**src/hw/rtl/dbad_pkg.sv**
```systemverilog
package dbad_pkg;

    // Build-time constants of the block.
    localparam int GRID_SIZE      = 320;
    localparam int MAX_DETECTIONS = 128;
    localparam int FILTER_SLOTS   = 8;

    // Field widths.
    localparam int CLS_W      = 8;
    localparam int SCORE_W    = 16;
    localparam int NORM_W     = 18;
    localparam int SIZE_W     = 13;
    localparam int PIX_W      = 12;
    localparam int FRAC_W     = 17;
    localparam int DIR_W      = 2;
    localparam int COUNT_W    = 8;
    localparam int SUM_W      = 24;
    localparam int IDS_W      = 64;
    localparam int FCNT_W     = 4;
    localparam int FRAC_SHIFT = 16;

    localparam int FRAC_ONE = 65536;
    localparam int SIZE_MAX = 4096;
    localparam int PIX_MAX  = 4095;

    // Four corners of a box, in the order they pass the pixel mapper.
    localparam int NUM_COORDS = 4;
    localparam int TAG_W      = 2;
    localparam logic [TAG_W-1:0] COORD_LEFT   = 2'd0;
    localparam logic [TAG_W-1:0] COORD_TOP    = 2'd1;
    localparam logic [TAG_W-1:0] COORD_RIGHT  = 2'd2;
    localparam logic [TAG_W-1:0] COORD_BOTTOM = 2'd3;

    // Direction codes: low side is left or up, high side is right or down.
    localparam logic [DIR_W-1:0] DIR_NONE = 2'd0;
    localparam logic [DIR_W-1:0] DIR_LOW  = 2'd1;
    localparam logic [DIR_W-1:0] DIR_HIGH = 2'd2;

    // Register map.
    localparam int PADDR_W   = 6;
    localparam int PDATA_W   = 64;
    localparam int REG_IDX_W = 3;
    localparam logic [REG_IDX_W-1:0] REG_CONF_MIN   = 3'd0;
    localparam logic [REG_IDX_W-1:0] REG_H_EDGE     = 3'd1;
    localparam logic [REG_IDX_W-1:0] REG_V_EDGE     = 3'd2;
    localparam logic [REG_IDX_W-1:0] REG_H_SPAN     = 3'd3;
    localparam logic [REG_IDX_W-1:0] REG_V_SPAN     = 3'd4;
    localparam logic [REG_IDX_W-1:0] REG_CLASS_IDS  = 3'd5;
    localparam logic [REG_IDX_W-1:0] REG_CLASS_CNT  = 3'd6;

    localparam logic [SCORE_W-1:0] RST_CONF_MIN  = 16'd32768;
    localparam logic [FRAC_W-1:0]  RST_H_EDGE    = 17'd13107;
    localparam logic [FRAC_W-1:0]  RST_V_EDGE    = 17'd13107;
    localparam logic [FRAC_W-1:0]  RST_H_SPAN    = 17'd26214;
    localparam logic [FRAC_W-1:0]  RST_V_SPAN    = 17'd58982;

    typedef struct packed {
        logic [SCORE_W-1:0] conf_min;
        logic [FRAC_W-1:0]  h_edge;
        logic [FRAC_W-1:0]  v_edge;
        logic [FRAC_W-1:0]  h_span;
        logic [FRAC_W-1:0]  v_span;
        logic [IDS_W-1:0]   class_ids;
        logic [FCNT_W-1:0]  class_cnt;
    } t_cfg;

    typedef struct packed {
        logic             capture;
        logic             map_issue;
        logic [TAG_W-1:0] map_sel;
        logic             accumulate;
        logic             clear;
        logic             div_start;
        logic             div_step;
        logic             out_load;
    } t_cmd;

    typedef struct packed {
        logic keep_in;
        logic map_busy;
        logic item_last;
        logic kept_zero;
        logic out_free;
    } t_sts;

endpackage

```
**src/hw/rtl/dbad_ctrl.sv**
```systemverilog
module dbad_ctrl (
    input  logic            i_clk,
    input  logic            i_rst_n,
    input  logic            i_in_valid,
    output logic            o_in_ready,
    input  dbad_pkg::t_sts  i_sts,
    output dbad_pkg::t_cmd  o_cmd
);

    localparam int CNT_W = $clog2(dbad_pkg::PIX_W);

    localparam logic [2:0] S_IDLE  = 3'd0;
    localparam logic [2:0] S_MAP   = 3'd1;
    localparam logic [2:0] S_DRAIN = 3'd2;
    localparam logic [2:0] S_ACC   = 3'd3;
    localparam logic [2:0] S_LAST  = 3'd4;
    localparam logic [2:0] S_DIV   = 3'd5;
    localparam logic [2:0] S_DONE  = 3'd6;

    logic [2:0]       r_state, n_state;
    logic [CNT_W-1:0] r_cnt, n_cnt;

    always_comb begin
        n_state    = r_state;
        n_cnt      = r_cnt;
        o_in_ready = 1'b0;
        o_cmd      = '0;
        unique case (r_state)
            S_IDLE: begin
                o_in_ready    = 1'b1;
                o_cmd.capture = i_in_valid;
                n_cnt         = '0;
                if (i_in_valid) begin
                    n_state = i_sts.keep_in ? S_MAP : S_LAST;
                end
            end
            S_MAP: begin
                o_cmd.map_issue = 1'b1;
                o_cmd.map_sel   = r_cnt[dbad_pkg::TAG_W-1:0];
                if (r_cnt == CNT_W'(dbad_pkg::NUM_COORDS - 1)) begin
                    n_cnt   = '0;
                    n_state = S_DRAIN;
                end else begin
                    n_cnt = r_cnt + CNT_W'(1);
                end
            end
            S_DRAIN: begin
                if (!i_sts.map_busy) begin
                    n_state = S_ACC;
                end
            end
            S_ACC: begin
                o_cmd.accumulate = 1'b1;
                n_state          = S_LAST;
            end
            S_LAST: begin
                if (!i_sts.item_last) begin
                    n_state = S_IDLE;
                end else if (i_sts.kept_zero) begin
                    o_cmd.clear = 1'b1;
                    n_state     = S_IDLE;
                end else begin
                    o_cmd.div_start = 1'b1;
                    n_cnt           = '0;
                    n_state         = S_DIV;
                end
            end
            S_DIV: begin
                o_cmd.div_step = 1'b1;
                if (r_cnt == CNT_W'(dbad_pkg::PIX_W - 1)) begin
                    n_cnt   = '0;
                    n_state = S_DONE;
                end else begin
                    n_cnt = r_cnt + CNT_W'(1);
                end
            end
            S_DONE: begin
                if (i_sts.out_free) begin
                    o_cmd.out_load = 1'b1;
                    o_cmd.clear    = 1'b1;
                    n_state        = S_IDLE;
                end
            end
            default: begin
                n_state = S_IDLE;
            end
        endcase
    end

    always_ff @(posedge i_clk) begin
        if (!i_rst_n) begin
            r_state <= S_IDLE;
            r_cnt   <= '0;
        end else begin
            r_state <= n_state;
            r_cnt   <= n_cnt;
        end
    end

endmodule

```
**config.mk**
```make
export PLATFORM = sky130hd
export DESIGN_NAME = dbad_ctrl
export DESIGN_NICKNAME = d
export VERILOG_FILES = /design/src/hw/rtl/dbad_pkg.sv /design/src/hw/rtl/dbad_ctrl.sv
export SDC_FILE = /design/constraint.sdc
export NUM_CORES = 1
export LEC_CHECK = 0
export BUFFER_PORTS_ARGS = -buffer_cell sky130_fd_sc_hd__buf_2
export CAP_MARGIN = 40
export CORE_AREA = 2 2 39 41
export DETAILED_ROUTE_END_ITERATION = 8
export DIE_AREA = 0 0 41 43
export PLACE_DENSITY_LB_ADDON = 0.2
export SLEW_MARGIN = 30
export SYNTH_ARGS = -nofsm -noshare
export SYNTH_HDL_FRONTEND = slang
export SYNTH_SLANG_ARGS = --single-unit
export TNS_END_PERCENT = 30
```
**constraint.sdc**
```tcl
create_clock -name i_clk -period 3.1 [get_ports i_clk]
set_input_delay 0.62 -clock i_clk [delete_from_list [all_inputs] [get_ports i_clk]]
set_output_delay 0.62 -clock i_clk [all_outputs]
set_load 0.01 [all_outputs]
```
## Word level (Yosys, flattened, before mapping)

Index checks and enable logic that the tools add are counted.

| storage, ports and cells | value |
|---|---|
| register bits after elaboration | 7 |
| input bits | 8 |
| output and inout port bits | 10 |
| word-level logic and storage cells | 48 |

| cells by class | value |
|---|---|
| eq/ne operators | 15 |
| reductions and logical operators | 4 |
| muxes and demuxes | 26 |
| $add $sub $neg | 1 |

Operator list:

| cell | count |
|---|---|
| 3-bit 2-to-1 mux | 9 |
| 3-bit case mux with 7 select lines | 1 |
| 4-bit 2-to-1 mux | 4 |
| 4-bit case mux with 4 select lines | 1 |
| 2-bit inequality test, second input constant | 7 |
| 3-bit equality test, second input constant | 3 |
| 1-bit 2-to-1 mux | 9 |
| 3-bit by 2-bit equality test with 1-bit output, second input constant | 2 |
| 5-bit AND reduction | 1 |
| 4-bit by 1-bit adder with 4-bit output, second input constant | 1 |
| 4-bit by 2-bit equality test with 1-bit output, second input constant | 1 |
| 4-bit equality test, second input constant | 1 |
| 4-bit nonzero test | 1 |
| 3-bit by 1-bit equality test with 1-bit output, second input constant | 1 |
| 3-bit zero test | 1 |
| 3-bit AND reduction | 1 |
| 2-bit 2-to-1 mux | 1 |
| 1-bit case mux with 2 select lines | 1 |

## Depth between registers and ports, before layout

Gate-level depths: netlist of the first run.

| depth | value |
|---|---|
| depth after elaboration | 3 |
| mapped depth | 5 |
| depth with buffers taken out | 5 |

## Worst setup path after synthesis of the first run

No wires, ideal clock.

| path | value |
|---|---|
| kind | reg2out |
| start | register r_state[1] |
| end | output port o_cmd[8] (netlist bit) |
| setup slack | 1.384 ns |
| required time | 2.480 ns |
| data arrival time | 1.096 ns |
| cell stages (with the launch flop) | 4 |
| path buffers | 1 |
| cell sequence | dfxtp_1 -> clkbuf_1 -> nor3_1 -> and2_1 |

RTL lines:

| item | line | RTL |
|---|---|---|
| from (decl) | dbad_ctrl.sv:20 | `logic [2:0] r_state, n_state;` |
| from (signal assigned) | dbad_ctrl.sv:95 | `r_state <= n_state;` |
| to (decl) | dbad_ctrl.sv:7 | `output dbad_pkg::t_cmd o_cmd` |

==> results of run 1 <==
where the power goes:
group	total [W]	switching (W)	internal [W]
registers	0.000126	0.0000257	0.000101
logic	0.000124	0.0000622	0.0000620
clock network	0.0000828	0.0000337	0.0000491
total	0.000333	0.000122	0.000212
flip-flops by register name, summed over array words and instances, names as in the netlist:
signal / cells
r_state: 3
r_cnt: 4
final cells by class:
type | count | area (um^2) | area share (%)
multi-input cells | 55 | 339 | 55.2
clock buffers | 4 | 26.3 | 4.28
inverters | 1 | 3.75 | 0.611
repair buffers | 17 | 85.1 | 13.8
well taps | 16 | 20.0 | 3.26
flip-flops and latches | 7 | 140 | 22.8
worst max-delay path, stage by stage, from the launching register on:
cell and delay (ns):
dfxtp_1 0.52, nor2b_1 0.36, and2_1 0.17, buf_2 0.12
kinds of logic after synthesis:
kind of cell,synth area share (%)
DFF,27.9
xor gates and xnor gates,1.75
buffers and inverters,4.49
adders and majority gates,2.49
AOI/OAI and AO/OA,27.2
and+or+nand+nor,36.2
routing by layer:
layer,GRT usage (%),share of wire [%],vias to the layer above
met4,10.0,1.0,0
met3,4.71,5.8,2
met1,17.9,46,239
met5,0,0,-
met2,24.4,47,15
li1,-,-,270
final timing paths:
path / slack (ns) / from / cells after the start / to
min: 0.50 / r_cnt[3] / 2 / r_cnt[3]
max reg2reg: 1.32 / r_state[1] / 4 / r_state[2]
min reg2reg: 0.50 / r_cnt[3] / 2 / r_cnt[3]
max: 1.06 / r_state[0] / 3 / o_cmd[1]
through the flow:
stage	instance area (um^2)	std cells	utilization, %
after global placement	588	96	42.5
after CTS	614	100	44.4
after global routing	614	100	44.4
after floorplan	502	66	-
after detailed placement	588	96	42.5
final	614	100	44.4
Yosys cell counts, drive strengths merged, types with 2 or more instances:
cell type | number | area [um^2]
a211oi | 3 | 22.5
a22oi | 2 | 15.0
clkbuf | 2 | 7.51
nand2 | 2 | 7.51
nand2b | 5 | 31.3
dfxtp | 7 | 140
nor2b | 3 | 18.8
o21ai | 3 | 15.0
and3 | 2 | 12.5
nor2 | 8 | 30.0
and2 | 4 | 25.0
nor3 | 4 | 20.0
o21ba | 2 | 20.0
a21oi | 6 | 30.0
==> impl_metrics.toml, run 1 <==
[status]
status = "completed"

[floorplanning]
dieArea_um2 = 1760
row_count = 14
core_area_um2 = 1380
die_h_um = 43
io_pins = 18
start_util_pct = 36.3
dieWidth_um = 41

[sta]
whs_ns = 0.500
timing.final.crit_period_ns = 2.04
fmax_mhz = 491
worst_slack_ns = 1.06
rsz0062_at_grt = "no"
hold_viol = 0
finalClockSkew_ns = 0.000487
period_share_pct = 65.7
setup_violations = 0
relSlewSlack_pct = 69.4
setup-tns-final_ns = 0
slew_violations = 0
tightest_slew_ns = 0.459

[place]
routabilityCongestion = 0.837
port_buffers = 17
pre_cts_slack_ns = 1.22
dpl.hpwl_um = 838

[power_and_ir_drop]
power_w = 0.000333
leakagePower_nw = 0.292
power_density_nw_per_um2 = 543
ir_worst_vdd_v = 0.000175

[detailed_routing]
wirelength_um = 1170
antenna_left = 0
drc = 0
vias_per_cell = 5.26
drt_first_pass_iters = 4
drtIter0Drc = 4
vias = 526
wire_per_inst_um = 11.7

[synth]
synthCells = 66
yosysUniqueCellTypes = 27
syn-num-nets = 75
syn-cell-area_um2 = 502
synth.avg_cell_area_um2 = 7.60
synth_warnings = 0
synthFlopType = "dfxtp_1"
synthArstFlopShare_pct = 0
yosysSeqAreaShare_pct = 27.9
synth_edf_count = 0
ys_ff_latch = 7

[cts]
clk_latency_ns = 0.25
cts_sinks = 7
cts_max_level = 1
post_cts_resized = 0
post_cts_buffers = 0
holdBufCountCts = 0
cts.clk_slew.worst_paths_ns = 0.05
cts_tree = "built"
clockBufferDepth = 2
root_buffer = "clkbuf_4"
numCtsBuffers = 3

[final_layout]
layout_common_cells = "buf_2, nor2_1, dfxtp_1"
finalNetCount = 94
drive_gt1_share_pct = 26.2
layout_commonest_cell = "buf_2"
n_fill_cell = 146
antennaDiodeCount = 0
area_delta_synth_final_pct = 22.4

[global_routing]
grt_pass1_vias = 474
grt-ovfl-total = 0
antenna_found_initial = 0
grt_use_total_pct = 15.8
grt_pass1_wl_um = 1880
grt_max_degree = 16

[worst_setup_path]
crit_fanout = 12
worstSetupEndpointType = "output port"
critPathKind = "reg2out"
cp-start-kind = "flip-flop"
cp.required_ns = 2.48
arrival_ns = 1.42

[run]
cap_viol_max_count = 0

[min_path]
hp-class = "reg2reg"
Power figures use the tool's default switching activity.
==> run 2, diff against run 1 <==
--- a/config.mk
+++ b/config.mk
@@ -5,11 +5,12 @@
 export SDC_FILE = /design/constraint.sdc
 export NUM_CORES = 1
 export LEC_CHECK = 0
+export ABC_AREA = 1
 export BUFFER_PORTS_ARGS = -buffer_cell sky130_fd_sc_hd__buf_2
 export CAP_MARGIN = 40
-export CORE_AREA = 2 2 39 41
+export CORE_MARGIN = 2
+export CORE_UTILIZATION = 43
 export DETAILED_ROUTE_END_ITERATION = 8
-export DIE_AREA = 0 0 41 43
 export PLACE_DENSITY_LB_ADDON = 0.2
 export SLEW_MARGIN = 30
 export SYNTH_ARGS = -nofsm -noshare
==> constraint.sdc (replaced) <==
create_clock -name i_clk -period 1.8 [get_ports i_clk]
set_input_delay 0.36 -clock i_clk [delete_from_list [all_inputs] [get_ports i_clk]]
set_output_delay 0.36 -clock i_clk [all_outputs]
set_load 0.01 [all_outputs]
==> impl_metrics.toml, run 2 <==
[floorplanning]
io_pins = 18
row_count = 13
dieArea_um2 = 1610
core_area_um2 = 1250
die_h_um = 40.1
start_util_pct = 44.9
dieWidth_um = 40.1

[global_routing]
grt_pass1_vias = 466
grt-ovfl-total = 0
grt_pass1_wl_um = 1830
antenna_found_initial = 0
grt_max_degree = 9
grt_use_total_pct = 17.6

[worst_setup_path]
critPathTopFamily = "flip-flops"
critical-path-slowest-cell = "dfxtp_1"
cp-start-kind = "flip-flop"
path_buf_inv = 2
crit_start = "r_state[2]"
timing.rr.start = "r_state[1]"
cp.required_ns = 1.44
worstSetupEndpointType = "output port"
crit_path_cell_trace = "inv_4 -> nor2_4 -> nand2_1 -> o22ai_1 -> buf_2"
crit_fanout = 8
arrival_ns = 1.32
worst_path_largest_cell_delay_ns = 0.48
critPathKind = "reg2out"

[cts]
numCtsBuffers = 3
post_cts_resized = 0
clk_latency_ns = 0.25
post_cts_buffers = 0
cts_tree = "built"
cts_sinks = 7
cts.clk_slew.worst_paths_ns = 0.05
clockBufferDepth = 2
holdBufCountCts = 0
cts_max_level = 1
root_buffer = "clkbuf_4"

[synth]
syn-cell-area_um2 = 562
synth_top_area_cell = "dfxtp_1"
netlist_top_cells_area = "dfxtp_1, nand2_1, inv_1"
synth_warnings = 0
synthArstFlopShare_pct = 0
synthFlopType = "dfxtp_1"
ys_ff_latch = 7
synth_most_common_cell = "nand2_1"
yosysUniqueCellTypes = 21
synth_common_cells = "nand2_1, inv_1, nor2_1, nand3_1, dfxtp_1"
synth_edf_count = 0
synthCells = 88
yosysSeqAreaShare_pct = 24.9
synth_top_area_share_pct = 24.9
syn-num-nets = 97
synth.avg_cell_area_um2 = 6.38

[place]
dpl.hpwl_um = 967
routabilityCongestion = 0.793
port_buffers = 17
place_area_um2 = 654

[sta]
setup_violations = 0
hold_viol = 0
slew_violations = 0
setup-tns-final_ns = 0
period_share_pct = 93.1
timing.final.crit_period_ns = 1.68
rsz0062_at_grt = "no"
fmax_mhz = 596
finalClockSkew_ns = 0.00256
relSlewSlack_pct = 78.4
tightest_slew_ns = 0.323

[status]
status = "completed"

[detailed_routing]
wirelength_um = 1170
vias = 607
drc = 0
drtIter0Drc = 14
drt_first_pass_iters = 4
vias_per_cell = 4.93
antenna_left = 0
wire_per_inst_um = 9.51

[final_layout]
reg.largest.list = "r_cnt x4, r_state x3"
layout_common_cells = "buf_2, nand2_1, inv_1"
antennaDiodeCount = 0
area_delta_synth_final_pct = 21.2
final_cell_area_um2 = 681
top_register = "r_cnt"
layout_commonest_cell = "buf_2"
drive_gt1_share_pct = 34.3
largest_reg_flops = 4
finalNetCount = 118

[run]
cap_viol_max_count = 0

[min_path]
hp-class = "in2reg"
worstHoldStart = "i_rst_n"

[power_and_ir_drop]
power_density_nw_per_um2 = 1280
ir_worst_vdd_v = 0.000680
leakagePower_nw = 0.351
-- run 2: cell types whose count changed in the layout (fill, tap and decap cells not counted), sizes merged, moves of 4 or more --
cell    delta
nand2     +21
inv       +15
and2       -4
nand2b     -5
nor2       +8
nand3      +8
nor3       -4
-- run 2: final timing paths --
check                           slack, ns  cells after the start    endpoint
worst max-delay path                 0.12                      5    o_cmd[3]
worst min-delay path                 0.38                      3  r_state[2]
worst max register to register       0.43                      9  r_state[2]
worst min register to register       0.50                      2    r_cnt[3]
-- run 2: area by class of cell --
cell class                      count  area, um^2
Clock buffer                        4        26.3
Fill cell                         139         572
Inverter                           16        62.6
Multi-Input combinational cell     64         348
Sequential cell                     7         140
Tap cell                           15        18.8
Timing Repair Buffer               17        85.1
-- run 2: logic make-up after synthesis --
kind of cell | Yosys count | share of synthesized area, %
buffers and inverters | 17 | 13.1
adders and majority gates | 1 | 2.23
AOI/OAI and AO/OA | 10 | 9.13
DFF | 7 | 24.9
xor gates and xnor gates | 1 | 1.56
and+or+nand+nor | 52 | 49.0
-- run 2: worst min-delay path: stages --
cell and delay (ns):
buf_2 0.13, nand2_1 0.06, nor2_1 0.04
-- run 2: metal layers --
layer	track usage [%]	wire (um)
met2	26.2	555
met5	0	0
met4	10.3	12
met1	22.4	515
met3	5.00	87
-- run 2: report_power, final --
part	internal (W)	leakage [nW]	total (W)	switching [W]
Combinational	0.000174	0.279	0.000471	0.000296
Clock	0.0000843	0.0150	0.000138	0.0000540
Sequential	0.000193	0.0572	0.000262	0.0000683
Total	0.000452	0.351	0.000871	0.000419
-- run 2: through the flow --
step           cells  setup slack [ns]  hold slack (ns)  utilization [%]  power (W)
2_1_floorplan     88             0.501            0.466                -   0.000634
3_3_place_gp     119             0.436            0.496             52.2   0.000734
3_5_place_dp     119             0.380            0.493             52.2   0.000736
4_1_cts          123             0.106            0.380             54.3   0.000882
5_1_grt          123            0.0239            0.380             54.3   0.000956
6_report         123             0.123            0.384             54.3   0.000871
==> run 3, diff against run 2 <==
--- a/config.mk
+++ b/config.mk
@@ -8,11 +8,10 @@
 export ABC_AREA = 1
 export BUFFER_PORTS_ARGS = -buffer_cell sky130_fd_sc_hd__buf_2
 export CAP_MARGIN = 40
-export CORE_MARGIN = 2
-export CORE_UTILIZATION = 43
+export CORE_AREA = 2 2 39 41
 export DETAILED_ROUTE_END_ITERATION = 8
+export DIE_AREA = 0 0 41 43
 export PLACE_DENSITY_LB_ADDON = 0.2
-export SLEW_MARGIN = 30
 export SYNTH_ARGS = -nofsm -noshare
 export SYNTH_HDL_FRONTEND = slang
 export SYNTH_SLANG_ARGS = --single-unit
==> constraint.sdc (replaced) <==
create_clock -name i_clk -period 1.75 [get_ports i_clk]
set_input_delay 0.35 -clock i_clk [delete_from_list [all_inputs] [get_ports i_clk]]
set_output_delay 0.35 -clock i_clk [all_outputs]
set_load 0.01 [all_outputs]
==> impl_metrics.toml, run 3 (synthesized netlist as in run 2, its figures left out) <==
[status]
status = "completed"

[cts]
numCtsBuffers = 3
holdBufCountCts = 0
cts_max_level = 1
cts_tree = "built"
root_buffer = "clkbuf_4"
cts.clk_slew.worst_paths_ns = 0.06
clockBufferDepth = 2
cts_sinks = 7
clk_latency_ns = 0.25

[final_layout]
n_fill_cell = 146
drive_gt1_share_pct = 36.1
area_delta_synth_final_pct = 21.8
multiInputGateArea_um2 = 348
final-seq-area_um2 = 141
antennaDiodeCount = 0
top_register = "r_cnt"
finalNetCount = 118
final_util_pct = 49.5
layout_common_cells = "buf_2, nand2_1, inv_1"
reg.largest.list = "r_cnt x4, r_state x3"
largest_reg_flops = 4
layout_commonest_cell = "buf_2"

[global_routing]
grt_pass1_vias = 484
grt-ovfl-total = 0
grt_pass1_wl_um = 1850
gr-usage-met2_pct = 20.3
use_met1_pct = 22.9
grt_use_total_pct = 15.4
antenna_found_initial = 0
met3_usage_pct = 4.71
top_usage_layer = "met1"
grt_max_degree = 9

[sta]
rsz0062_at_grt = "no"
finalClockSkew_ns = 0.00742
setup_violations = 0
fmax_mhz = 613
slew_violations = 0
period_share_pct = 93.3
hold_viol = 0
relSlewSlack_pct = 79.1
timing.final.crit_period_ns = 1.63
setup-tns-final_ns = 0
tightest_slew_ns = 0.313

[worst_setup_path]
crit_cells = 5
r2r_cells = 9
arrival_ns = 1.28
worst_path_largest_cell_delay_ns = 0.48
cp-start-kind = "flip-flop"
crit_path_cell_trace = "nand2_2 -> nor2_4 -> inv_1 -> nor2_1 -> buf_2"
critPathTopFamily = "flip-flops"
critPathKind = "reg2out"
crit_fanout = 5
cp.required_ns = 1.40
critical-path-slowest-cell = "dfxtp_1"
worstSetupEndpointType = "output port"
path_buf_inv = 2

[floorplanning]
start_util_pct = 40.6
dieArea_um2 = 1760
row_count = 14
die_h_um = 43
io_pins = 18
core_area_um2 = 1380
dieWidth_um = 41

[power_and_ir_drop]
ir_worst_vdd_v = 0.000720
clock_power_share_pct = 15.7
power_density_nw_per_um2 = 1300
seqPwrFrac_pct = 30.3
switching_share_pct = 47.9
combPwrFrac_pct = 54.0
leakagePower_nw = 0.354
p_sw_w = 0.000427
p_int_w = 0.000464

[detailed_routing]
antenna_left = 0
vias = 572
drc = 0
vias_per_cell = 4.61
drt_first_pass_iters = 4
wirelength_um = 1100
drtIter0Drc = 12
wire_per_inst_um = 8.84

[min_path]
hp-class = "in2reg"
whs_path_depth = 3

[place]
port_buffers = 17
dpl.hpwl_um = 930
routabilityCongestion = 0.825

[run]
cap_viol_max_count = 0
run 3: cell types whose count changed in the layout (fill, tap and decap cells not counted):
cell | previous run | this run
clkbuf_1 | 1 | 0
dfxtp_2 | 0 | 1
clkinv_2 | 0 | 1
dfxtp_1 | 7 | 6
run 3: timing repair:
| item | in CTS | in global routing |
|---|---|---|
| gates resized for setup | 0 | 1 |
| endpoints found under the setup margin | 0 | 1 |
| buffers inserted | 0 | 0 |
run 3: worst paths after layout:
| kind | from | endpoint | slack [ns] |
|---|---|---|---|
| worst max-delay path | r_state[0] | o_cmd[6] | 0.12 |
| worst min register to register | r_cnt[3] | r_cnt[3] | 0.50 |
| worst min-delay path | i_rst_n | r_state[2] | 0.36 |
| worst max register to register | r_state[1] | r_state[2] | 0.40 |
run 3: per-layer routing:
| metal | wire length, um | part of all wire, % |
|---|---|---|
| met1 | 532 | 49 |
| met2 | 500 | 46 |
| met3 | 63 | 5.7 |
| met4 | 0 | 0 |
| met5 | 0 | 0 |
run 3: area by class of cell:
class,count,share of cell area [%]
clock inverter,1,0.731
tap,16,2.93
multi-input combinational,64,50.8
inverter,16,9.14
clock buffer,3,3.29
timing repair buffer,17,12.4
sequential,7,20.7
run 3: worst register-to-register path: stages (launching register included):
cell	delay [ns]
dfxtp_1	0.50
inv_2	0.10
nand2_2	0.13
nor2_4	0.05
nand2_2	0.07
nand2_4	0.06
nor2_2	0.19
nand2_2	0.06
nand2_1	0.05
nor2_1	0.03
run 3: stage by stage:
step / setup WS [ns] / cells / area (um^2) / hold slack [ns] / total power, W
final: 0.118 / 124 / 684 / 0.361 / 0.000890
after global routing: 0.0152 / 124 / 684 / 0.378 / 0.000994
after CTS: 0.0648 / 124 / 683 / 0.361 / 0.000899
after detailed placement: 0.343 / 120 / 656 / 0.491 / 0.000754
after global placement: 0.393 / 120 / 656 / 0.489 / 0.000759
after floorplan: 0.461 / 88 / 562 / 0.466 / 0.000652
run 3: power groups by stage:
stage | Sequential [W] | Clock [W] | Combinational [W]
final | 0.000270 | 0.000140 | 0.000481
after CTS | 0.000268 | 0.000146 | 0.000485
after detailed placement | 0.000271 | 0 | 0.000483
after floorplan | 0.000249 | 0 | 0.000403
after global placement | 0.000271 | 0 | 0.000488
after global routing | 0.000276 | 0.000160 | 0.000559
