$ cat src/hw/rtl/dbad_pkg.sv
package dbad_pkg;

    // Build-time constants of the block.
    localparam int GRID_SIZE      = 320;
    localparam int MAX_DETECTIONS = 128;
    localparam int FILTER_SLOTS   = 8;

    // Field widths.
    localparam int CLS_W      = 8;
    localparam int SCORE_W    = 16;
    localparam int NORM_W     = 18;
    localparam int SIZE_W     = 13;
    localparam int PIX_W      = 12;
    localparam int FRAC_W     = 17;
    localparam int DIR_W      = 2;
    localparam int COUNT_W    = 8;
    localparam int SUM_W      = 24;
    localparam int IDS_W      = 64;
    localparam int FCNT_W     = 4;
    localparam int FRAC_SHIFT = 16;

    localparam int FRAC_ONE = 65536;
    localparam int SIZE_MAX = 4096;
    localparam int PIX_MAX  = 4095;

    // Four corners of a box, in the order they pass the pixel mapper.
    localparam int NUM_COORDS = 4;
    localparam int TAG_W      = 2;
    localparam logic [TAG_W-1:0] COORD_LEFT   = 2'd0;
    localparam logic [TAG_W-1:0] COORD_TOP    = 2'd1;
    localparam logic [TAG_W-1:0] COORD_RIGHT  = 2'd2;
    localparam logic [TAG_W-1:0] COORD_BOTTOM = 2'd3;

    // Direction codes: low side is left or up, high side is right or down.
    localparam logic [DIR_W-1:0] DIR_NONE = 2'd0;
    localparam logic [DIR_W-1:0] DIR_LOW  = 2'd1;
    localparam logic [DIR_W-1:0] DIR_HIGH = 2'd2;

    // Register map.
    localparam int PADDR_W   = 6;
    localparam int PDATA_W   = 64;
    localparam int REG_IDX_W = 3;
    localparam logic [REG_IDX_W-1:0] REG_CONF_MIN   = 3'd0;
    localparam logic [REG_IDX_W-1:0] REG_H_EDGE     = 3'd1;
    localparam logic [REG_IDX_W-1:0] REG_V_EDGE     = 3'd2;
    localparam logic [REG_IDX_W-1:0] REG_H_SPAN     = 3'd3;
    localparam logic [REG_IDX_W-1:0] REG_V_SPAN     = 3'd4;
    localparam logic [REG_IDX_W-1:0] REG_CLASS_IDS  = 3'd5;
    localparam logic [REG_IDX_W-1:0] REG_CLASS_CNT  = 3'd6;

    localparam logic [SCORE_W-1:0] RST_CONF_MIN  = 16'd32768;
    localparam logic [FRAC_W-1:0]  RST_H_EDGE    = 17'd13107;
    localparam logic [FRAC_W-1:0]  RST_V_EDGE    = 17'd13107;
    localparam logic [FRAC_W-1:0]  RST_H_SPAN    = 17'd26214;
    localparam logic [FRAC_W-1:0]  RST_V_SPAN    = 17'd58982;

    typedef struct packed {
        logic [SCORE_W-1:0] conf_min;
        logic [FRAC_W-1:0]  h_edge;
        logic [FRAC_W-1:0]  v_edge;
        logic [FRAC_W-1:0]  h_span;
        logic [FRAC_W-1:0]  v_span;
        logic [IDS_W-1:0]   class_ids;
        logic [FCNT_W-1:0]  class_cnt;
    } t_cfg;

    typedef struct packed {
        logic             capture;
        logic             map_issue;
        logic [TAG_W-1:0] map_sel;
        logic             accumulate;
        logic             clear;
        logic             div_start;
        logic             div_step;
        logic             out_load;
    } t_cmd;

    typedef struct packed {
        logic keep_in;
        logic map_busy;
        logic item_last;
        logic kept_zero;
        logic out_free;
    } t_sts;

endpackage

$ cat src/hw/rtl/dbad_regs.sv
module dbad_regs (
    input  logic                          i_clk,
    input  logic                          i_rst_n,
    input  logic                          psel,
    input  logic                          penable,
    input  logic                          pwrite,
    input  logic [dbad_pkg::PADDR_W-1:0]  paddr,
    input  logic [dbad_pkg::PDATA_W-1:0]  pwdata,
    output logic [dbad_pkg::PDATA_W-1:0]  prdata,
    output logic                          pready,
    output dbad_pkg::t_cfg                o_cfg
);

    dbad_pkg::t_cfg                      r_cfg;
    logic                                w_wr;
    logic [dbad_pkg::REG_IDX_W-1:0]      w_idx;

    assign w_wr   = psel & penable & pwrite;
    assign w_idx  = paddr[dbad_pkg::PADDR_W-1:3];
    assign pready = 1'b1;
    assign o_cfg  = r_cfg;

    always_ff @(posedge i_clk) begin
        if (!i_rst_n) begin
            r_cfg.conf_min  <= dbad_pkg::RST_CONF_MIN;
            r_cfg.h_edge    <= dbad_pkg::RST_H_EDGE;
            r_cfg.v_edge    <= dbad_pkg::RST_V_EDGE;
            r_cfg.h_span    <= dbad_pkg::RST_H_SPAN;
            r_cfg.v_span    <= dbad_pkg::RST_V_SPAN;
            r_cfg.class_ids <= '0;
            r_cfg.class_cnt <= '0;
        end else if (w_wr) begin
            unique case (w_idx)
                dbad_pkg::REG_CONF_MIN:  r_cfg.conf_min  <= pwdata[dbad_pkg::SCORE_W-1:0];
                dbad_pkg::REG_H_EDGE:    r_cfg.h_edge    <= pwdata[dbad_pkg::FRAC_W-1:0];
                dbad_pkg::REG_V_EDGE:    r_cfg.v_edge    <= pwdata[dbad_pkg::FRAC_W-1:0];
                dbad_pkg::REG_H_SPAN:    r_cfg.h_span    <= pwdata[dbad_pkg::FRAC_W-1:0];
                dbad_pkg::REG_V_SPAN:    r_cfg.v_span    <= pwdata[dbad_pkg::FRAC_W-1:0];
                dbad_pkg::REG_CLASS_IDS: r_cfg.class_ids <= pwdata[dbad_pkg::IDS_W-1:0];
                dbad_pkg::REG_CLASS_CNT: r_cfg.class_cnt <= pwdata[dbad_pkg::FCNT_W-1:0];
                default: begin
                end
            endcase
        end
    end

    always_comb begin
        unique case (w_idx)
            dbad_pkg::REG_CONF_MIN:  prdata = dbad_pkg::PDATA_W'(r_cfg.conf_min);
            dbad_pkg::REG_H_EDGE:    prdata = dbad_pkg::PDATA_W'(r_cfg.h_edge);
            dbad_pkg::REG_V_EDGE:    prdata = dbad_pkg::PDATA_W'(r_cfg.v_edge);
            dbad_pkg::REG_H_SPAN:    prdata = dbad_pkg::PDATA_W'(r_cfg.h_span);
            dbad_pkg::REG_V_SPAN:    prdata = dbad_pkg::PDATA_W'(r_cfg.v_span);
            dbad_pkg::REG_CLASS_IDS: prdata = dbad_pkg::PDATA_W'(r_cfg.class_ids);
            dbad_pkg::REG_CLASS_CNT: prdata = dbad_pkg::PDATA_W'(r_cfg.class_cnt);
            default:                 prdata = '0;
        endcase
    end

endmodule

$ cat config.mk
export PLATFORM = sky130hd
export DESIGN_NAME = dbad_regs
export DESIGN_NICKNAME = d
export VERILOG_FILES = /design/src/hw/rtl/dbad_pkg.sv /design/src/hw/rtl/dbad_regs.sv
export SDC_FILE = /design/constraint.sdc
export NUM_CORES = 1
export LEC_CHECK = 0
export BUFFER_PORTS_ARGS = -buffer_cell sky130_fd_sc_hd__buf_4
export CELL_PAD_IN_SITES_DETAIL_PLACEMENT = 1
export CELL_PAD_IN_SITES_GLOBAL_PLACEMENT = 1
export CORE_ASPECT_RATIO = 2
export CORE_MARGIN = 10
export CORE_UTILIZATION = 32
export DETAILED_ROUTE_END_ITERATION = 6
export PLACE_DENSITY_LB_ADDON = 0.1
export SYNTH_ARGS = -nofsm -noshare
export SYNTH_HDL_FRONTEND = slang
export SYNTH_SLANG_ARGS = --single-unit
$ cat constraint.sdc
create_clock -name i_clk -period 1.15 [get_ports i_clk]
set_input_delay 0.115 -clock i_clk [delete_from_list [all_inputs] [get_ports i_clk]]
set_output_delay 0.115 -clock i_clk [all_outputs]
set_load 0.005 [all_outputs]
-- Word-level counts from Yosys, hierarchy flattened
Cells that the tools add are included.
- eq/ne operators: 6
- muxes and demuxes: 1
- bitwise operators: 2
- reductions and logical operators: 8
- operators with widths (operator ; count):
    64-bit one-hot mux with 7 select lines ; 1
    2-bit AND reduction ; 7
    3-bit equality test, second input constant ; 3
    3-bit by 2-bit equality test with 1-bit output, second input constant ; 2
    3-bit by 1-bit equality test with 1-bit output, second input constant ; 1
    3-bit zero test ; 1
    1-bit bitwise AND ; 2
- bits in registers: 152
- output and inout bits: 217
- word-level logic and storage cells: 24

-- Logic depth before layout (Yosys ltp)
Gate-level depths: netlist of the first run.
- depth in word-level cells: 3
- depth in mapped cells: 7
- depth with buffers taken out: 3

-- Least setup slack after synthesis of the first run
No wires, ideal clock.
- kind: input -> register
- start point: input paddr[3] (netlist bit)
- end point: register r_cfg (netlist bit o_cfg[3])
- library setup time: 0.072 ns
- arrival: 1.145 ns
- data required time: 1.078 ns
- slack: -0.068 ns
- cell stages on the path: 5
- buffers on the path: 3
- cells stage by stage: buf_4 > buf_4 > buf_2 > nor3b_2 > mux2i_1
- cells in the longest elaborated chain, start to end: 2
- RTL lines (element ; line ; source):
    start, declared ; dbad_regs.sv:7 ; input logic [dbad_pkg::PADDR_W-1:0] paddr,
    3-bit equality test ; dbad_regs.sv:33 ; unique case (w_idx)
    2-bit AND reduction (no line) ; n/a ;
    end, declared ; dbad_regs.sv:14 ; dbad_pkg::t_cfg r_cfg;
Every way passes these cells.
A chain may end at the register's enable or synchronous reset.

-- Worst setup path in the final report of the first run
- start point: register r_cfg (netlist bit o_cfg[80])
- end point: output prdata[12] (netlist bit)
- cells in the longest elaborated chain, start to end: 1
- RTL lines (element ; line ; source):
    64-bit one-hot mux with 7 select lines ; dbad_regs.sv:48 ; unique case (w_idx)
    end, declared ; dbad_regs.sv:9 ; output logic [dbad_pkg::PDATA_W-1:0] prdata,
Every way passes these cells.

==> results of run 1 <==
[layout make-up]
class / instances / area, um2
flip-flops and latches: 152 / 3122
repair buffers: 498 / 4425
multi-input cells: 539 / 3722
clock inverters: 12 / 126.4
fillers: 2475 / 9388
diodes: 2 / 5.005
inverters: 25 / 93.84
clock buffers: 20 / 456.7
well taps: 273 / 341.6
[cells in the mapped netlist, drive strengths merged, types with 2 or more instances]
cell      n  area share, %
nand3    18            1.3
mux2      7            1.1
o21ai    25            1.8
or2       2           0.18
and2     49            4.3
inv      25            1.3
nor2b    20            1.8
o22a      4           0.50
o32ai     7           0.87
a221o     7           0.99
nand2b    4           0.35
and3b     2           0.25
o311ai    4           0.50
buf      27            2.9
nor2      4           0.35
mux2i   148             21
clkbuf   40            2.1
nand2   191             10
o211ai   21            2.2
a32oi     4           0.50
a22oi     8           0.85
dfxtp   152             43
[cell families (layout without fill, tap and decap cells)]
kind of cell	Yosys count	count (layout)	share of synthesized area [%]
mux	155	155	22.08
other cells	1	3	0.05307
compound gates	85	85	8.748
flops	152	152	43.07
buf+inv	92	555	6.393
simple gates	298	298	19.66
[metrics by stage]
step                      setup slack [ps]  cell area [um2]  TNS, ps  total power, mW
final                               -477.4            12290    -8943            12.51
after global placement              -250.5            10250   -26620            6.693
after floorplan                     -23.40             7126    -1535            5.985
after detailed placement            -269.3            10250   -33140            6.708
after CTS                           -491.3            12050    -8960            12.64
after global routing                -504.9            12290   -11210            12.96
[worst register-to-register path: cells and delay by family (launching register included)]
| family | cells | cell delay (ps) |
|---|---|---|
| DFF | 1 | 330 |
| AOI/OAI and AO/OA | 1 | 240 |
| and+or+nand+nor | 1 | 140 |
| buffers and inverters | 1 | 120 |
[how the worst max path moves through the flow]
stage                           start               endpoint  cells after the start
6_report       o_cfg[80]$_SDFFE_PN0P_             prdata[12]                      3
5_1_grt        o_cfg[80]$_SDFFE_PN0P_             prdata[12]                      3
4_1_cts        o_cfg[80]$_SDFFE_PN0P_             prdata[12]                      3
3_3_place_gp                 paddr[4]              prdata[0]                      6
3_5_place_dp                 paddr[3]              prdata[0]                      7
2_1_floorplan                paddr[4]  o_cfg[7]$_SDFFE_PN0P_                      6
[power by group through the flow]
stage | Combinational [mW] | Sequential [mW] | Clock, mW
3_5_place_dp | 1.25 | 5.46 | 0
4_1_cts | 1.56 | 5.34 | 5.74
3_3_place_gp | 1.23 | 5.46 | 0
2_1_floorplan | 0.528 | 5.46 | 0
5_1_grt | 1.67 | 5.35 | 5.95
6_report | 1.55 | 5.35 | 5.61
[repair_timing]
action / CTS / global route
endpoints found under the setup margin: 69 / 106
endpoints found under the hold margin: 73 / 0
pin swaps: 14 / 15
gates cloned: 5 / 2
setup buffers: 30 / 10
hold buffers: 60 / 0
resized for setup: 105 / 83
[metal layers]
layer / vias to the layer above / global-route usage, % / wire (um)
met2: 211 / 42.94 / 19160
li1: 3565 / - / -
met3: 50 / 4.378 / 1388
met4: 0 / 9.617 / 958
met1: 3700 / 19.78 / 11190
met5: - / 0 / 0
[cell usage in the layout (no fill, tap or decap), types with 5 or more instances in the layout]
cell	n
sky130_fd_sc_hd__o21ai_1	6
sky130_fd_sc_hd__clkinvlp_4	5
sky130_fd_sc_hd__mux2i_1	148
sky130_fd_sc_hd__dfxtp_2	63
sky130_fd_sc_hd__o211ai_1	21
sky130_fd_sc_hd__inv_1	25
sky130_fd_sc_hd__buf_6	55
sky130_fd_sc_hd__and2_1	22
sky130_fd_sc_hd__nand2_1	189
sky130_fd_sc_hd__dlygate4sd3_1	60
sky130_fd_sc_hd__nor2b_1	20
sky130_fd_sc_hd__buf_4	357
sky130_fd_sc_hd__a221o_1	7
sky130_fd_sc_hd__a22oi_1	8
sky130_fd_sc_hd__dfxtp_1	89
sky130_fd_sc_hd__buf_12	18
sky130_fd_sc_hd__clkbuf_16	19
sky130_fd_sc_hd__mux2_4	6
sky130_fd_sc_hd__o21ai_0	19
sky130_fd_sc_hd__o32ai_1	6
sky130_fd_sc_hd__and2_4	27
sky130_fd_sc_hd__nand3_1	18
==> key figures, run 1 <==
Power
  – Internal power of the cells: 9.444 mW
  – Peak VDD IR: 739.8 uV
  – PwrDens: 1017 nW/um2
  – Combinational share of power: 12.4%
  – Power share of the sequential group: 42.7%
  – Clock network fraction of design power: 44.8%
  – Lkg Pwr: 5.743 nW
  – Sw Share: 24.48%
  – Power spent charging and discharging nets: 3.062 mW

Worst hold path
  – Worst hold start: i_rst_n
  – Worst min-delay path endpoint: o_cfg[26]$_SDFFE_PN0P_
  – Hold Crit Class: input port to flop
  – Hold-critical path depth: 3

Layout
  – Number of flip-flops under the largest register name: 152
  – Fraction of layout cells with a size suffix above 1: 46.63%
  – Layout-stage area growth over the synthesis result: 73.99%
  – Final #Nets: 1308
  – Post-Route Utilization: 56.70%
  – Non-filler cells, final: 1521

Synth
  – Mapped Avg Cell Area: 9.024 um2
  – Unique masters post-synth: 42
  – Total standard cell area after synthesis: 7066 um2
  – Yosys Warn Count: 0
  – Seq cells post-synth: 152
  – Number of nets produced by synthesis: 858
  – Number of synthesized flops with an enable pin: 0
  – Proportion of synthesized chip area in sequential cells: 43.07%
  – Fraction of registers with async set/reset: 0%
  – Cell count after synthesis: 783
  – Top_reg_cell synth: sky130_fd_sc_hd__dfxtp_1

Floorplan
  – Area enclosed by the die boundary: 28780 um2
  – Row Count: 76
  – Boundary Pins: 292
  – Die Width: 125.1 um
  – Core area: 21680 um2
  – Chip height: 230.1 um
  – Initial cell density of the core: 32.59%

Timing
  – Min Tclk post-route: 1627 ps
  – Number of hold-slack violations in the final timing report: 0
  – Post-route worst setup slack: -477.4 ps
  – Setup Viol. Count Final: 65
  – Crit share post-route: 141.5%
  – Hold Slack: 42.04 ps
  – Highest attainable clock frequency: 614.5 MHz
  – Unrepaired setup endpoints after global routing: yes
  – Final Slew Violations: 0
  – Maximum clock skew at final layout: 0 ps

Critical path
  – Data required time at the worst endpoint: 1030 ps
  – Logic depth of the worst register-to-register path: 3
  – Worst-path maximum fanout: 2
  – Worst path max stage delay: 340 ps
  – Launching element type of the critical path: flop
  – Register-to-register path setup slack: 260 ps
  – Critical-path cell list: mux2_2, a221o_1, buf_4
  – Capturing point of the worst reg2reg path: o_cfg[151]$_SDFFE_PN1P_
  – Cell family with most CP delay: compound AO/OA/AOI/OAI gates
  – Crit path DAT: 1510 ps
  – Startpoint of the worst-slack reg-to-reg timing path: o_cfg[151]$_SDFFE_PN1P_
  – Highest-delay cell along the critical path: sky130_fd_sc_hd__a221o_1
  – Crit path buf inv count: 1
  – CP endpoint kind: output port
  – Class of the most critical setup path: flop to output port

Routing
  – Final antenna-violating net count: 0
  – Number of DRC markers after the initial detailed-route iteration: 291
  – Sum of routed wire length over all layers: 32.69 mm
  – Detailed-route wire length per cell: 21.49 um
  – Via count normalized by instance count: 4.948
  – Drt drc: 0
  – Number of vias after detailed routing: 7526
  – 1st-pass router iterations: 4

CTS
  – Clock slew at the register clock pins of the worst setup and hold paths: 60 ps
  – Clock sink total: 152
  – TritonCTS clock tree: done
  – CTS Buf Count: 17
  – Clock Latency Late Sink: 420 ps
  – Cell chosen for the clock root: sky130_fd_sc_hd__clkbuf_16
  – H-tree depth: 4
  – Max Root-Sink Buffers: 2

Status
  – Failing checks: negative setup slack
  – Run status: finished with violations

GRT
  – Maximum number of pins on one net before global-route repair: 40
  – Wire length of the first global-routing pass: 48.77 mm
  – Global-route usage over all layers: 21.43%
  – Total congestion overflow: 0
  – Vias in the first global route: 8353
  – Number of antenna violations at the first check in global routing: 2

Place
  – Count of port buffers added during placement: 287
  – Final RePlAce weighted congestion: 0.8106
  – Sum of net half-perimeters after detailed placement: 23.45 mm
  – Placed cell count: 1388

Job
  – Max-cap violations: 0
No activity file was read; power rests on OpenSTA's default activity.
==> run 2: changes to the inputs <==
- CELL_PAD_IN_SITES_DETAIL_PLACEMENT: 1 -> 0
==> run 2 against run 1 <==
Compared with the run above: the flow still finishes with violations (negative setup slack); non-clock buffer count grew 7; sequential share of layout area is 0.51 points lower; clock skew is the same; clock-buffer cell count increased by 7; sequential cell count unchanged; total power is 3.4% lower; global-route usage down 1.0 points; die area stayed put; cell area up 2.4%; setup slack worse by 20 ps; via count down 3.5%; critical endpoint unchanged.
==> key figures, run 2 (synthesis gave the netlist of run 1 again) <==
Status
  – Run status: finished with violations
  – Failing checks: negative setup slack

GRT
  – Most used routing layer: met2
  – Global-route usage over all layers: 20.38%
  – Met1 routing resource usage after global routing: 19.27%
  – Maximum number of pins on one net before global-route repair: 40
  – Global-route met3 utilization: 5.276%
  – Total congestion overflow: 0
  – Vias in the first global route: 7630
  – Fraction of met2 tracks used by global routing: 40.52%
  – Number of antenna violations at the first check in global routing: 0
  – Wire length of the first global-routing pass: 45.55 mm

Layout
  – Non-filler cells, final: 1524
  – Most frequent cells in the layout: sky130_fd_sc_hd__buf_4 (316), sky130_fd_sc_hd__nand2_1 (189), sky130_fd_sc_hd__mux2i_1 (148)
  – Number of flip-flops under the largest register name: 152
  – Fraction of layout cells with a size suffix above 1: 48.52%
  – Diode count: 0
  – Final #Nets: 1315
  – Most common cell after layout, fill and taps aside: sky130_fd_sc_hd__buf_4
  – Layout-stage area growth over the synthesis result: 78.13%

Floorplan
  – Chip height: 230.1 um
  – Core area: 21680 um2
  – Initial cell density of the core: 32.59%
  – Boundary Pins: 292
  – Die Width: 125.1 um
  – Area enclosed by the die boundary: 28780 um2
  – Row Count: 76

CTS
  – Max Root-Sink Buffers: 2
  – Cell chosen for the clock root: sky130_fd_sc_hd__clkbuf_16
  – TritonCTS clock tree: done
  – Clock sink total: 152
  – Clock Latency Late Sink: 420 ps
  – H-tree depth: 4
  – CTS Buf Count: 17
  – Clock slew at the register clock pins of the worst setup and hold paths: 60 ps

Critical path
  – Worst-path maximum fanout: 2
  – Capturing point of the worst reg2reg path: o_cfg[151]$_SDFFE_PN1P_
  – Crit path DAT: 1530 ps
  – Register-to-register path setup slack: 320 ps
  – Startpoint of the worst-slack reg-to-reg timing path: o_cfg[151]$_SDFFE_PN1P_
  – CP endpoint kind: output port
  – Source of the critical timing path: o_cfg[80]$_SDFFE_PN0P_
  – Data required time at the worst endpoint: 1030 ps
  – Class of the most critical setup path: flop to output port
  – Logic depth of the worst register-to-register path: 3
  – Launching element type of the critical path: flop
  – Critical path endpoint: prdata[12]

Power
  – Internal power of the cells: 9.206 mW
  – Combinational share of power: 13.2%
  – Sw Share: 23.82%
  – Power spent charging and discharging nets: 2.879 mW
  – Clock network fraction of design power: 42.6%
  – Peak VDD IR: 881.8 uV
  – PwrDens: 960.2 nW/um2
  – Lkg Pwr: 5.862 nW
  – Power share of the sequential group: 44.3%

Place
  – Sum of net half-perimeters after detailed placement: 22.48 mm
  – Count of port buffers added during placement: 287
  – Placed cell count: 1388
  – Final RePlAce weighted congestion: 0.8106

Timing
  – Min Tclk post-route: 1647 ps
  – Maximum clock skew at final layout: 0 ps
  – Setup Viol. Count Final: 58
  – Post-route worst setup slack: -496.9 ps
  – Crit share post-route: 143.2%
  – Number of hold-slack violations in the final timing report: 0
  – Highest attainable clock frequency: 607.2 MHz
  – Unrepaired setup endpoints after global routing: yes
  – TNS Setup: -8387 ps
  – Final Slew Violations: 0

Routing
  – Via count normalized by instance count: 4.763
  – Sum of routed wire length over all layers: 31.09 mm
  – Drt drc: 0
  – Final antenna-violating net count: 0
  – Number of vias after detailed routing: 7259
  – Number of DRC markers after the initial detailed-route iteration: 269
  – 1st-pass router iterations: 4
  – Detailed-route wire length per cell: 20.40 um

Worst hold path
  – Hold Crit Class: input port to flop

Job
  – Max-cap violations: 0
==> run 2: cell count changes in the layout (fill, tap and decap cells not counted), sizes merged <==
| cell | delta |
|---|---|
| clkinv | -2 |
| buf | +4 |
| bufbuf | +1 |
| bufinv | -2 |
| clkbuf | +9 |
| clkinvlp | -5 |
| diode | -2 |
==> run 2: per-stage QoR <==
step	power [mW]	setup slack (ps)	cell area, um2	utilization [%]	hold WS [ps]
CTS	12.21	-506.5	12170	56.12	12.00
detailed placement	6.700	-291.7	10250	47.26	377.1
global placement	6.693	-250.5	10250	47.26	370.9
global route	12.54	-521.7	12590	58.05	22.04
floorplan	5.985	-23.40	7126	-	257.1
finish	12.08	-496.9	12590	58.05	32.84
==> run 2: how the worst min path moves through the flow <==
stage	to	cells past startpoint	slack, ps	start
after floorplan	o_cfg[21]$_SDFFE_PN0P_	2	260	pwdata[17]
after global placement	o_cfg[123]$_SDFFE_PN1P_	3	370	pwdata[4]
after detailed placement	o_cfg[123]$_SDFFE_PN1P_	3	380	pwdata[4]
after CTS	o_cfg[34]$_SDFFE_PN0P_	3	10	i_rst_n
after global routing	o_cfg[34]$_SDFFE_PN0P_	3	20	i_rst_n
final	o_cfg[34]$_SDFFE_PN0P_	3	30	i_rst_n
==> run 2: repair_timing <==
item | in CTS | in global routing
endpoints found under the setup margin | 69 | 111
resized for setup | 132 | 119
hold buffers | 60 | 0
pin swaps | 24 | 16
buffers inserted | 30 | 10
hold endpoints to repair | 77 | 0
cloned | 8 | 4
==> run 2: layout make-up <==
class	instances	area (um2)
fillers	1958	9095
repair buffers	505	4747
multi-input cells	539	3744
flip-flops and latches	152	3132
clock buffers	27	513.0
well taps	273	341.6
inverters	25	93.84
clock inverters	3	15.01
==> run 2: per-layer routing <==
metal  wire [um]  share of wire, %
met5           0                 0
met4         832               2.7
met3        1437               4.6
met2       17860                57
met1       10970                35
==> run 2: power groups by stage <==
stage	Sequential [mW]	Combinational [mW]	Clock, mW
after floorplan	5.46	0.528	0
after global placement	5.46	1.23	0
after detailed placement	5.46	1.24	0
after CTS	5.35	1.58	5.28
after global routing	5.35	1.70	5.49
final	5.35	1.59	5.14
==> run 2: worst max-delay path: stages (launching register included) <==
cell	delay [ps]
sky130_fd_sc_hd__dfxtp_2	340
sky130_fd_sc_hd__mux2_4	270
sky130_fd_sc_hd__a221o_1	350
sky130_fd_sc_hd__buf_4	160
==> run 3: changes to the inputs <==
- CORE_UTILIZATION: 32 -> 35
- REMOVE_ABC_BUFFERS: default -> 1
- clock period: 1.15 -> 1.8 ns (I/O delays scaled with it)
==> run 3 against run 2 <==
Compared with the run above: the run now ends clean; combinational power is 52% lower; via count is 8.0% lower; setup slack gained 580 ps; clock-buffer cell count decreased by 4; wire length down 14%; cell area fell by 15%; global-route usage fell by 0.93 points; critical endpoint is now prdata[3]; largest cell class is now multi-input gates; highest routed layer unchanged.
==> key figures, run 3 (synthesis gave the netlist of run 1 again) <==
Place
  – Final RePlAce weighted congestion: 0.8164
  – Sum of net half-perimeters after detailed placement: 20.20 mm
  – Placed cell count: 1310
  – Count of port buffers added during placement: 287
  – Post-Place Worst Slack: 90.89 ps

Critical path
  – Source of the critical timing path: o_cfg[105]$_SDFFE_PN0P_
  – Highest-delay cell along the critical path: sky130_fd_sc_hd__dfxtp_1
  – Critical-path cell list: mux2_2, a32oi_1, o211ai_1, buf_4
  – Logic depth of the worst register-to-register path: 2
  – Capturing point of the worst reg2reg path: o_cfg[151]$_SDFFE_PN1P_
  – Class of the most critical setup path: flop to output port
  – Data required time at the worst endpoint: 1620 ps
  – Startpoint of the worst-slack reg-to-reg timing path: o_cfg[151]$_SDFFE_PN1P_
  – Register-to-register path setup slack: 1080 ps
  – Worst-path maximum fanout: 3
  – CP endpoint kind: output port
  – Launching element type of the critical path: flop
  – Worst path max stage delay: 330 ps
  – Crit path DAT: 1540 ps

Routing
  – Sum of routed wire length over all layers: 26.69 mm
  – Via count normalized by instance count: 4.858
  – Detailed-route wire length per cell: 19.41 um
  – 1st-pass router iterations: 4
  – Drt drc: 0
  – Number of DRC markers after the initial detailed-route iteration: 264
  – Final antenna-violating net count: 0
  – Number of vias after detailed routing: 6680

GRT
  – Maximum number of pins on one net before global-route repair: 66
  – Total congestion overflow: 0
  – Wire length of the first global-routing pass: 40.65 mm
  – Global-route usage over all layers: 19.45%
  – Number of antenna violations at the first check in global routing: 0
  – Vias in the first global route: 6819

CTS
  – TritonCTS clock tree: done
  – Clock Latency Late Sink: 420 ps
  – Cell chosen for the clock root: sky130_fd_sc_hd__clkbuf_16
  – Clock slew at the register clock pins of the worst setup and hold paths: 60 ps
  – Resize count post-CTS: 0
  – CTS Buf Count: 17
  – H-tree depth: 4
  – Max Root-Sink Buffers: 2
  – Clock sink total: 152

Worst hold path
  – Worst min-delay path endpoint: o_cfg[35]$_SDFFE_PN0P_
  – Worst hold start: pwdata[31]
  – Hold Crit Class: input port to flop
  – Hold-critical path depth: 3

Job
  – Max-cap violations: 0

Floorplan
  – Initial cell density of the core: 35.48%
  – Boundary Pins: 292
  – Area enclosed by the die boundary: 26610 um2
  – Die Width: 120.5 um
  – Core area: 19910 um2
  – Chip height: 220.9 um
  – Row Count: 73

Layout
  – Most common cell after layout, fill and taps aside: sky130_fd_sc_hd__buf_4
  – Final-layout fill cell count: 1928
  – Final #Nets: 1176
  – Most frequent cells in the layout: sky130_fd_sc_hd__buf_4 (320), sky130_fd_sc_hd__nand2_1 (190), sky130_fd_sc_hd__dfxtp_1 (152)
  – Post-Route Utilization: 53.44%
  – Non-filler cells, final: 1375
  – Layout-stage area growth over the synthesis result: 50.59%
  – Fraction of layout cells with a size suffix above 1: 33.60%
  – Number of flip-flops under the largest register name: 152
  – Diode count: 0

Power
  – Lkg Pwr: 4.926 nW
  – Total power after layout: 8.058 mW
  – PwrDens: 757.4 nW/um2
  – Peak VDD IR: 554.9 uV

Timing
  – Min Tclk post-route: 1715 ps
  – Maximum clock skew at final layout: 0 ps
  – Crit share post-route: 95.28%
  – Final Slew Violations: 0
  – Highest attainable clock frequency: 583.1 MHz
  – Hold Slack: 16.77 ps
  – Number of hold-slack violations in the final timing report: 0
  – Unrepaired setup endpoints after global routing: no
  – Transition at the pin with the smallest max-transition slack: 703.8 ps
  – Setup Viol. Count Final: 0
  – Worst rel slew slack: 53.08%
  – Post-route worst setup slack: 84.96 ps

Status
  – Run status: finished clean
==> run 3: changes by cell type in the layout (fill, tap and decap cells not counted), moves of 5 or more <==
cell,change
sky130_fd_sc_hd__and2_4,-47
sky130_fd_sc_hd__mux2_4,-5
sky130_fd_sc_hd__buf_12,-11
sky130_fd_sc_hd__and2_1,+47
sky130_fd_sc_hd__o21ai_1,-5
sky130_fd_sc_hd__o21ai_0,+5
sky130_fd_sc_hd__dfxtp_1,+71
sky130_fd_sc_hd__dlygate4sd3_1,-26
sky130_fd_sc_hd__buf_6,-97
sky130_fd_sc_hd__dfxtp_2,-71
sky130_fd_sc_hd__mux2_2,+5
==> run 3: layout make-up <==
class,instances,area (um2),share of cell area [%]
Timing Repair Buffer,366,2974,27.95
Inverter,25,93.84,0.8819
Multi-Input combinational cell,539,3571,33.56
Sequential cell,152,3043,28.60
Clock buffer,23,488.0,4.586
Clock inverter,8,142.6,1.341
Tap cell,262,327.8,3.081
==> run 3: stage by stage <==
stage / cell area, um2 / TNS [ps]
2_1_floorplan: 6708 / -5996
3_3_place_gp: 9669 / 0
3_5_place_dp: 9669 / 0
4_1_cts: 10640 / 0
5_1_grt: 10640 / 0
6_report: 10640 / 0
==> run 3: worst max path at each step <==
| stage | to |
|---|---|
| after floorplan | o_cfg[10]$_SDFFE_PN0P_ |
| after global placement | o_cfg[96]$_SDFFE_PN0P_ |
| after detailed placement | o_cfg[94]$_SDFFE_PN1P_ |
| after CTS | prdata[0] |
| after global routing | prdata[0] |
| final | prdata[3] |
==> run 3: repair_timing <==
item                                   in CTS  in global routing
endpoints found under the hold margin      34                  0
hold buffers                               34                  0
setup buffers                               0                  0
==> run 3: worst max-delay path, delay by kind of cell, from the launching register on <==
family | cells | cell delay [ps]
AOI/OAI and AO/OA | 2 | 330
buffers and inverters | 1 | 180
DFF | 1 | 330
muxes | 1 | 270
==> run 3: layer usage <==
layer  vias up  part of all wire (%)  track usage [%]
met1      3121                    38            20.60
met5         -                     0                0
met4         0                   3.3            8.619
li1       3280                     -                -
met2       237                    52            34.68
met3        42                   6.2            5.228
==> run 3: power by group <==
group,internal [mW],switching (mW)
clock network,2.46,1.42
registers,3.39,0.0240
logic,0.381,0.382
total,6.23,1.83
